`src/design/ckrle_pkg.sv`:
```
// Shared word types and register codes for the color-keyed run-length encoder.
package ckrle_pkg;

  typedef struct packed {
    logic [31:0] pixel;
    logic        line_end;
  } pix_word_t;

  typedef struct packed {
    logic [11:0] run_x;
    logic [31:0] run_color;
    logic [12:0] run_length;
    logic        line_last;
    logic [12:0] line_runs;
  } run_word_t;

  // Classified pixel handed from the front to the run tracker.
  typedef struct packed {
    logic [31:0] pixel;
    logic [11:0] x;
    logic        opaque;
    logic        line_end;
  } cls_word_t;

  localparam int unsigned ADDR_W = 3;
  localparam logic REG_COLOR_KEY = 1'b0;

endpackage

```
`src/design/ckrle_fifo.sv`:
```
// Small synchronous queue with registered full and empty flags.
module ckrle_fifo #(
  parameter int unsigned W     = 8,
  parameter int unsigned DEPTH = 4
) (
  input  logic         clk,
  input  logic         rst,
  input  logic         wr,
  input  logic [W-1:0] wdata,
  output logic         full,
  input  logic         rd,
  output logic [W-1:0] rdata,
  output logic         empty
);

  localparam int unsigned AW = (DEPTH > 1) ? $clog2(DEPTH) : 1;
  localparam int unsigned CW = $clog2(DEPTH + 1);

  logic [W-1:0]  mem [DEPTH];
  logic [AW-1:0] wr_ptr;
  logic [AW-1:0] rd_ptr;
  logic [CW-1:0] count;
  logic          do_wr;
  logic          do_rd;

  assign do_wr = wr && !full;
  assign do_rd = rd && !empty;
  assign rdata = mem[rd_ptr];

  always_ff @(posedge clk) begin
    if (do_wr) begin
      mem[wr_ptr] <= wdata;
    end
  end

  always_ff @(posedge clk) begin
    if (rst) begin
      wr_ptr <= '0;
      rd_ptr <= '0;
      count  <= '0;
      full   <= 1'b0;
      empty  <= 1'b1;
    end else begin
      if (do_wr) begin
        wr_ptr <= (wr_ptr == AW'(DEPTH - 1)) ? '0 : wr_ptr + 1'b1;
      end
      if (do_rd) begin
        rd_ptr <= (rd_ptr == AW'(DEPTH - 1)) ? '0 : rd_ptr + 1'b1;
      end
      if (do_wr && !do_rd) begin
        count <= count + 1'b1;
        full  <= (count == CW'(DEPTH - 1));
        empty <= 1'b0;
      end else if (do_rd && !do_wr) begin
        count <= count - 1'b1;
        full  <= 1'b0;
        empty <= (count == CW'(1));
      end
    end
  end

endmodule

```
`src/design/ckrle_front.sv`:
```
// Front end: tracks the pixel position and classifies each pixel against the key.
module ckrle_front import ckrle_pkg::*; #(
  parameter int unsigned MAX_WIDTH = 4096
) (
  input  logic        clk,
  input  logic        rst,
  input  logic [31:0] color_key,
  input  pix_word_t   pix,
  input  logic        accept,
  output cls_word_t   cls
);

  localparam int unsigned PW = ($clog2(MAX_WIDTH + 1) > 12) ? $clog2(MAX_WIDTH + 1) : 12;

  logic [PW-1:0] pos_x;
  logic [PW-1:0] pos_x_next;
  logic          in_range;

  assign in_range = (pos_x < PW'(MAX_WIDTH));

  always_comb begin
    cls.pixel    = pix.pixel;
    cls.x        = pos_x[11:0];
    // Pixels past the line limit count as transparent.
    cls.opaque   = in_range && (pix.pixel != color_key);
    cls.line_end = pix.line_end;
    if (pix.line_end) begin
      pos_x_next = '0;
    end else if (in_range) begin
      pos_x_next = pos_x + 1'b1;
    end else begin
      pos_x_next = pos_x;
    end
  end

  always_ff @(posedge clk) begin
    if (rst) begin
      pos_x <= '0;
    end else if (accept) begin
      pos_x <= pos_x_next;
    end
  end

endmodule

```
`src/design/ckrle_back.sv`:
```
// Back end: holds the open run, closes runs and writes result words.
module ckrle_back import ckrle_pkg::*; (
  input  logic      clk,
  input  logic      rst,
  input  cls_word_t cls,
  input  logic      cls_empty,
  output logic      cls_pop,
  input  logic      res_full,
  output logic      res_push,
  output run_word_t res
);

  logic        run_open;
  logic        adj;
  logic        phase;
  logic [31:0] open_color;
  logic [11:0] open_start;
  logic [12:0] open_length;
  logic [12:0] run_count;

  logic        run_open_next;
  logic        adj_next;
  logic        phase_next;
  logic [31:0] open_color_next;
  logic [11:0] open_start_next;
  logic [12:0] open_length_next;
  logic [12:0] run_count_next;

  logic        go;
  logic        emit_held;
  logic        emit_last;
  logic        emit_empty;

  assign go = !cls_empty && !res_full;

  always_comb begin
    run_open_next    = run_open;
    adj_next         = adj;
    open_color_next  = open_color;
    open_start_next  = open_start;
    open_length_next = open_length;
    run_count_next   = run_count;
    phase_next       = phase;
    emit_held        = 1'b0;
    cls_pop          = 1'b0;
    res_push         = 1'b0;
    res              = '0;

    // Pixel part; skipped on the second pass of a two-word item.
    if (!phase) begin
      if (cls.opaque) begin
        if (run_open && adj && (cls.pixel == open_color)) begin
          open_length_next = open_length + 1'b1;
        end else begin
          emit_held = run_open;
          if (run_open) begin
            run_count_next = run_count + 1'b1;
          end
          run_open_next    = 1'b1;
          open_color_next  = cls.pixel;
          open_start_next  = cls.x;
          open_length_next = 13'd1;
        end
      end
      adj_next = cls.opaque;
    end

    emit_last  = cls.line_end && run_open_next;
    emit_empty = cls.line_end && !run_open_next && (run_count_next == '0);

    if (go) begin
      if (emit_held) begin
        res_push       = 1'b1;
        res.run_x      = open_start;
        res.run_color  = open_color;
        res.run_length = open_length;
        res.line_last  = 1'b0;
        res.line_runs  = run_count_next;
      end else if (emit_last) begin
        res_push       = 1'b1;
        res.run_x      = open_start_next;
        res.run_color  = open_color_next;
        res.run_length = open_length_next;
        res.line_last  = 1'b1;
        res.line_runs  = run_count_next + 1'b1;
      end else if (emit_empty) begin
        res_push       = 1'b1;
        res.line_last  = 1'b1;
      end

      if (emit_held && emit_last) begin
        // Hold the item for a second pass that closes the line.
        phase_next = 1'b1;
      end else begin
        cls_pop    = 1'b1;
        phase_next = 1'b0;
        if (cls.line_end) begin
          run_open_next  = 1'b0;
          adj_next       = 1'b0;
          run_count_next = '0;
        end
      end
    end
  end

  always_ff @(posedge clk) begin
    if (rst) begin
      run_open  <= 1'b0;
      adj       <= 1'b0;
      phase     <= 1'b0;
      run_count <= '0;
    end else if (go) begin
      run_open  <= run_open_next;
      adj       <= adj_next;
      phase     <= phase_next;
      run_count <= run_count_next;
    end
  end

  always_ff @(posedge clk) begin
    if (go) begin
      open_color  <= open_color_next;
      open_start  <= open_start_next;
      open_length <= open_length_next;
    end
  end

endmodule

```
`src/design/color_keyed_run_length_encoder_unit.sv`:
```
// Top level of the color-keyed run-length encoder: config port, front, queues, back.
//
//   channel  direction  handshake           word
//   pixels   in         push / full         pix_word_t  (pixel, line_end)
//   runs     out        pop / empty         run_word_t  (run_x .. line_runs)
//   config   in         APB psel/penable    color_key at byte address 0
//
// One pixel per cycle is accepted while the pixel queue is not full. The run tracker
// also retires one pixel per cycle while that queue is not empty and the result
// queue is not full. A pixel that both closes a run and ends the line with a new run
// takes two tracker passes, one per result word; the queues absorb this.
// Reset clears both queues, the position counter and the open run; the key resets to 0.
// full or a held result stalls only its own side until the queue between fills.
module color_keyed_run_length_encoder_unit import ckrle_pkg::*; #(
  parameter int unsigned MAX_WIDTH   = 4096,
  parameter int unsigned QUEUE_DEPTH = 4
) (
  input  logic              clk,
  input  logic              rst,
  input  logic              push,
  input  pix_word_t         pix,
  output logic              full,
  input  logic              pop,
  output run_word_t         run,
  output logic              empty,
  input  logic              psel,
  input  logic              penable,
  input  logic              pwrite,
  input  logic [ADDR_W-1:0] paddr,
  input  logic [31:0]       pwdata,
  output logic [31:0]       prdata,
  output logic              pready
);

  logic [31:0] color_key;
  logic        cfg_wr;
  logic        accept;
  cls_word_t   cls_in;
  cls_word_t   cls_out;
  logic        cls_empty;
  logic        cls_pop;
  logic        res_full;
  logic        res_push;
  run_word_t   res;

  assign pready = 1'b1;
  assign cfg_wr = psel && penable && pwrite && pready;
  assign prdata = (paddr[2] == REG_COLOR_KEY) ? color_key : '0;

  always_ff @(posedge clk) begin
    if (rst) begin
      color_key <= '0;
    end else if (cfg_wr && (paddr[2] == REG_COLOR_KEY)) begin
      color_key <= pwdata;
    end
  end

  assign accept = push && !full;

  ckrle_front #(
    .MAX_WIDTH(MAX_WIDTH)
  ) u_front (
    .clk      (clk),
    .rst      (rst),
    .color_key(color_key),
    .pix      (pix),
    .accept   (accept),
    .cls      (cls_in)
  );

  ckrle_fifo #(
    .W    ($bits(cls_word_t)),
    .DEPTH(QUEUE_DEPTH)
  ) u_cls_q (
    .clk  (clk),
    .rst  (rst),
    .wr   (push),
    .wdata(cls_in),
    .full (full),
    .rd   (cls_pop),
    .rdata(cls_out),
    .empty(cls_empty)
  );

  ckrle_back u_back (
    .clk      (clk),
    .rst      (rst),
    .cls      (cls_out),
    .cls_empty(cls_empty),
    .cls_pop  (cls_pop),
    .res_full (res_full),
    .res_push (res_push),
    .res      (res)
  );

  ckrle_fifo #(
    .W    ($bits(run_word_t)),
    .DEPTH(QUEUE_DEPTH)
  ) u_res_q (
    .clk  (clk),
    .rst  (rst),
    .wr   (res_push),
    .wdata(res),
    .full (res_full),
    .rd   (pop),
    .rdata(run),
    .empty(empty)
  );

endmodule

```
`config.mk`:
```
export PLATFORM = sky130hd
export DESIGN_NAME = color_keyed_run_length_encoder_unit
export DESIGN_NICKNAME = d
export VERILOG_FILES = /design/src/design/ckrle_pkg.sv /design/src/design/ckrle_fifo.sv /design/src/design/ckrle_front.sv /design/src/design/ckrle_back.sv /design/src/design/color_keyed_run_length_encoder_unit.sv
export SDC_FILE = /design/constraint.sdc
export NUM_CORES = 1
export LEC_CHECK = 0
export BUFFER_PORTS_ARGS = -buffer_cell sky130_fd_sc_hd__buf_2
export CAP_MARGIN = 0
export CORE_MARGIN = 2
export CORE_UTILIZATION = 49
export CTS_CLUSTER_DIAMETER = 80
export DETAILED_ROUTE_END_ITERATION = 7
export GPL_TIMING_DRIVEN = 0
export PLACE_DENSITY = 0.67
export SLEW_MARGIN = 20
export SYNTH_ARGS = -nofsm -noshare
export SYNTH_HDL_FRONTEND = slang
export SYNTH_SLANG_ARGS = --single-unit
```
`constraint.sdc`:
```
create_clock -name clk -period 22.1 [get_ports clk]
set_input_delay 1.105 -clock clk [delete_from_list [all_inputs] [get_ports clk]]
set_output_delay 1.105 -clock clk [all_outputs]
set_load 0.02 [all_outputs]
```
==> tab_implementation.tex <==
\begin{tabular}{lr}
\hline
Metric & Value \\
\hline
\multicolumn{2}{l}{\textbf{Route}} \\
\quad Via density per instance & roughly 5.6 \\
\quad Iteration-0 DRC count of the detailed router & about 1,300 \\
\quad DRC violations left & 0 \\
\quad Number of nets still failing antenna checks after routing & 0 \\
\quad Detailed-route wire length per cell & 20.8 um \\
\quad Vias after detailed routing & 15,100 \\
\quad Pre-Repair DR Iteration Count & 6 \\
\quad Final Routed Wirelength & roughly 56,000 um \\
\multicolumn{2}{l}{\textbf{Timing}} \\
\quad Hold slack final & roughly 0.46 ns \\
\quad Setup ws final & around 16 ns \\
\quad Total negative setup slack & 0 ns \\
\quad Worst clock skew & 0.0152 ns \\
\quad Highest achievable clock rate & $\sim$160 MHz \\
\quad Worst Max-Slew Pin Slew & approximately 1.1 ns \\
\quad Final critical delay including setup and external delays & approximately 6 ns \\
\quad Final Cycle Share & 0.275 \\
\quad Max transition margin & 0.250 \\
\quad Unrepaired setup endpoints after global routing & no \\
\quad Hold violation total from the final report & 0 \\
\quad Setup violation total in the final timing report & 0 \\
\quad Number of pins with negative max-slew slack in the final report & 0 \\
\multicolumn{2}{l}{\textbf{Logic synthesis}} \\
\quad Synth cell count leaders & 525 x edfxtp\_1, 231 x nand2\_1, 145 x nor2\_1 \\
\quad Net Count, Synth & roughly 1,800 \\
\quad Distinct cell type count after synthesis & between 60 and 70 \\
\quad Top\_reg\_cell synth & edfxtp\_1 \\
\quad Mean cell area of the mapped netlist & roughly 15 um2 \\
\quad Cells after synthesis & approximately 1,700 \\
\quad Yosys warning count & 0 \\
\quad Count of flip-flops with a built-in enable after synthesis & between 500 and 600 \\
\quad Total standard cell area after synthesis & roughly 26,000 um2 \\
\quad Leading cell types by total area after synthesis & edfxtp\_1 62\%, mux4\_2 8.7\%, dfxtp\_1 6.5\% \\
\quad Post-synth top area share & 0.617 \\
\quad Most used standard cell by instance count after synthesis & edfxtp\_1 \\
\quad Flip-flop and latch count after synthesis & between 600 and 700 \\
\quad Yosys top cell by area & edfxtp\_1 \\
\quad Async set or reset register ratio after synthesis & 0 \\
\quad Sequential element share of the synthesized area & 0.682 \\
\multicolumn{2}{l}{\textbf{Cells and area}} \\
\quad Total area of multi-input combinational cells & about 7600 um2 \\
\quad Fill cell total of the finished layout & 3,999 \\
\quad Layout cell share with drive strength beyond 1 & 0.209 \\
\quad Layout overhead on the synthesized area & 15.5\% \\
\quad Sequential cell area & between 15,000 and 20,000 um2 \\
\quad Net total in the final layout & just over 2,000 \\
\quad Final core utilization & 0.574 \\
\multicolumn{2}{l}{\textbf{Global routing}} \\
\quad Global-route wire length before repair & between 80,000 and 90,000 um \\
\quad Maximum number of pins on one net before global-route repair & 66 \\
\quad Number of antenna violations at the first check in global routing & 1 \\
\quad Via count of the first global-routing pass & around 15,000 \\
\quad Remaining Overflow, GRT & 0 \\
\quad Gr usage total & 0.211 \\
\multicolumn{2}{l}{\textbf{Power and ir drop}} \\
\quad Peak VDD IR & around 0.000072 V \\
\quad PD cells & roughly 120 nW/um2 \\
\quad Clock Power Share & 0.286 \\
\quad Pwr Total & approximately 3.4 mW \\
\quad Combinational share of power & 0.267 \\
\quad Portion of total power attributed to sequential cells & 0.447 \\
\quad P\_int & 2.35 mW \\
\quad Sw Ratio & 0.310 \\
\quad Power dissipated by switching net loads & between 1 and 1.5 mW \\
\quad Leakage power summed over all cells & between 10 and 15 nW \\
\multicolumn{2}{l}{\textbf{Floorplan}} \\
\quad Height of the die & roughly 230 um \\
\quad Die outline width & between 200 and 250 um \\
\quad Number of top-level pins & $\sim$180 \\
\quad Core region area & roughly 50,000 um2 \\
\quad Die ar. & 54,000 um2 \\
\quad Effective utilization at floorplan & 0.497 \\
\quad Number of placement rows & 83 \\
\multicolumn{2}{l}{\textbf{Clock network}} \\
\quad Hold-fix buffer count after cts & 0 \\
\quad Clock slew seen by the registers of the worst setup and hold paths & approximately 0.060 ns \\
\quad Clock tree from TritonCTS & done \\
\quad Root cell of the clock tree & clkbuf\_16 \\
\quad Inserted Clock Buffers & 60 \\
\quad Level count of the clock H-tree & 2 \\
\quad Maximum buffer depth of the clock tree & 3 \\
\quad Buffer count from post-CTS setup fixing & 0 \\
\quad Number of clock sinks & around 610 \\
\quad Clock insertion delay at the later pin of the skew report & around 0.61 ns \\
\quad CTS-repair resized insts & 0 \\
\multicolumn{2}{l}{\textbf{Placed design}} \\
\quad Final GP Congestion & between 0.8 and 0.9 \\
\quad Dpl ws & about 16 ns \\
\quad Port Buffer Count & between 150 and 200 \\
\quad DPL Wire Length & roughly 39,000 um \\
\multicolumn{2}{l}{\textbf{Setup path}} \\
\quad Type of element capturing the critical path & flop \\
\quad Critical path class & flop to flop \\
\quad Required time at the worst-slack endpoint & roughly 22 ns \\
\quad Worst setup SP type & flop \\
\quad Maximum fanout count along the critical path & 22 \\
\quad Data arrival time of the critical path & approximately 6.4 ns \\
\multicolumn{2}{l}{\textbf{Flow run}} \\
\quad Count of max-cap constraint violations & 0 \\
\multicolumn{2}{l}{\textbf{Hold path}} \\
\quad Hold/Removal Path Class & flop to flop \\
\multicolumn{2}{l}{\textbf{Run status}} \\
\quad Result of the run & complete, no violations \\
\hline
\end{tabular}
[path summary, 6_finish.rpt]
| path | from | to | slack, ns | depth (start not counted) |
|---|---|---|---|---|
| worst max register to register | flop | u_res_q.mem[3][68] | 16.02 | 21 |
| worst min-delay path | u_cls_q.empty | u_cls_q.empty | 0.46 | 2 |
| worst min register to register | u_cls_q.empty | u_cls_q.empty | 0.46 | 2 |
| worst max-delay path | flop | u_res_q.mem[3][68] | 16.02 | 21 |
[flip-flops by register name, indices dropped and copies added (netlist names), 3 cells and up, named ones only]
name,flops
u_back.open_color,32
u_res_q.mem,284
u_res_q.count,3
u_front.pos_x,13
u_back.open_start,12
u_back.open_length,13
color_key,32
u_cls_q.count,3
u_cls_q.mem,184
u_back.run_count,13
[power groups by stage]
stage / sequential [mW] / combinational [mW] / clock (mW)
6_report: 1.52 / 0.910 / 0.975
5_1_grt: 1.54 / 0.987 / 1.04
4_1_cts: 1.52 / 0.918 / 0.994
3_5_place_dp: 1.55 / 0.915 / 0
3_3_place_gp: 1.56 / 0.863 / 0
2_1_floorplan: 1.54 / 0.604 / 0
[critical path: stages (launching register included)]
cell and delay, ns:
dfxtp_1 0.31, buf_2 0.28, buf_2 0.33, mux4_1 0.47, xnor2_1 0.36, nand4_1 0.16, nor3_2 0.28, nand4_2 0.26
nand3_1 0.22, buf_2 0.23, buf_2 0.28, mux2_2 0.40, inv_1 0.07, ha_1 0.18, nand2_1 0.08, nor2_1 0.09
o311ai_0 0.15, o31a_4 0.39, nor2b_4 0.56, buf_16 0.24, buf_16 0.18, buf_12 0.19
[cells by family (layout without fill, tap and decap cells)]
family          count (synthesis)  after routing  share of synthesized area
simple gates                  532            532                     0.0933
mux                           137            137                      0.110
xor+xnor                       92             92                     0.0315
flops                         608            608                      0.682
buf+inv                       123            423                     0.0204
other cells                     1              2                   0.000147
compound gates                206            206                     0.0498
fa+ha+maj                      26             26                     0.0127
[through the flow]
| step | cells | instance area (um2) |
|---|---|---|
| floorplan | 1725 | 25600 |
| global placement | 2581 | 27300 |
| detailed placement | 2594 | 27600 |
| CTS | 2705 | 29500 |
| global route | 2705 | 29500 |
| finish | 2706 | 29500 |
[area by class of cell]
cell class              instances  area share
diodes                          1   0.0000848
plain buffers                  98      0.0145
clock buffers                  77      0.0548
clock inverters                34     0.00903
inverters                      25     0.00326
multi-input cells             994       0.259
flip-flops and latches        608       0.591
well taps                     680      0.0288
repair buffers                189      0.0399
[metal layers]
layer | routed length [um] | track usage
met5 | 0 | 0
met3 | 3530 | 0.0369
met4 | 1400 | 0.0587
met2 | 26400 | 0.336
met1 | 25000 | 0.301
[cell usage in the layout, fill, tap and decap left out, types with 20 or more instances in the layout]
cell,synthesis,layout
xnor2_1,69,69
o21ai_0,37,37
nor2_1,145,145
clkbuf_16,0,61
nor2b_1,43,40
nor3_1,20,20
a22oi_1,53,53
nand2_1,231,231
inv_1,23,23
clkbuf_1,66,79
a21oi_1,85,85
ha_1,26,26
buf_2,13,189
nand4_1,20,20
mux4_2,99,99
xor2_1,23,23
edfxtp_1,525,525
dfxtp_1,83,83
(Power assumes the default switching activity.)
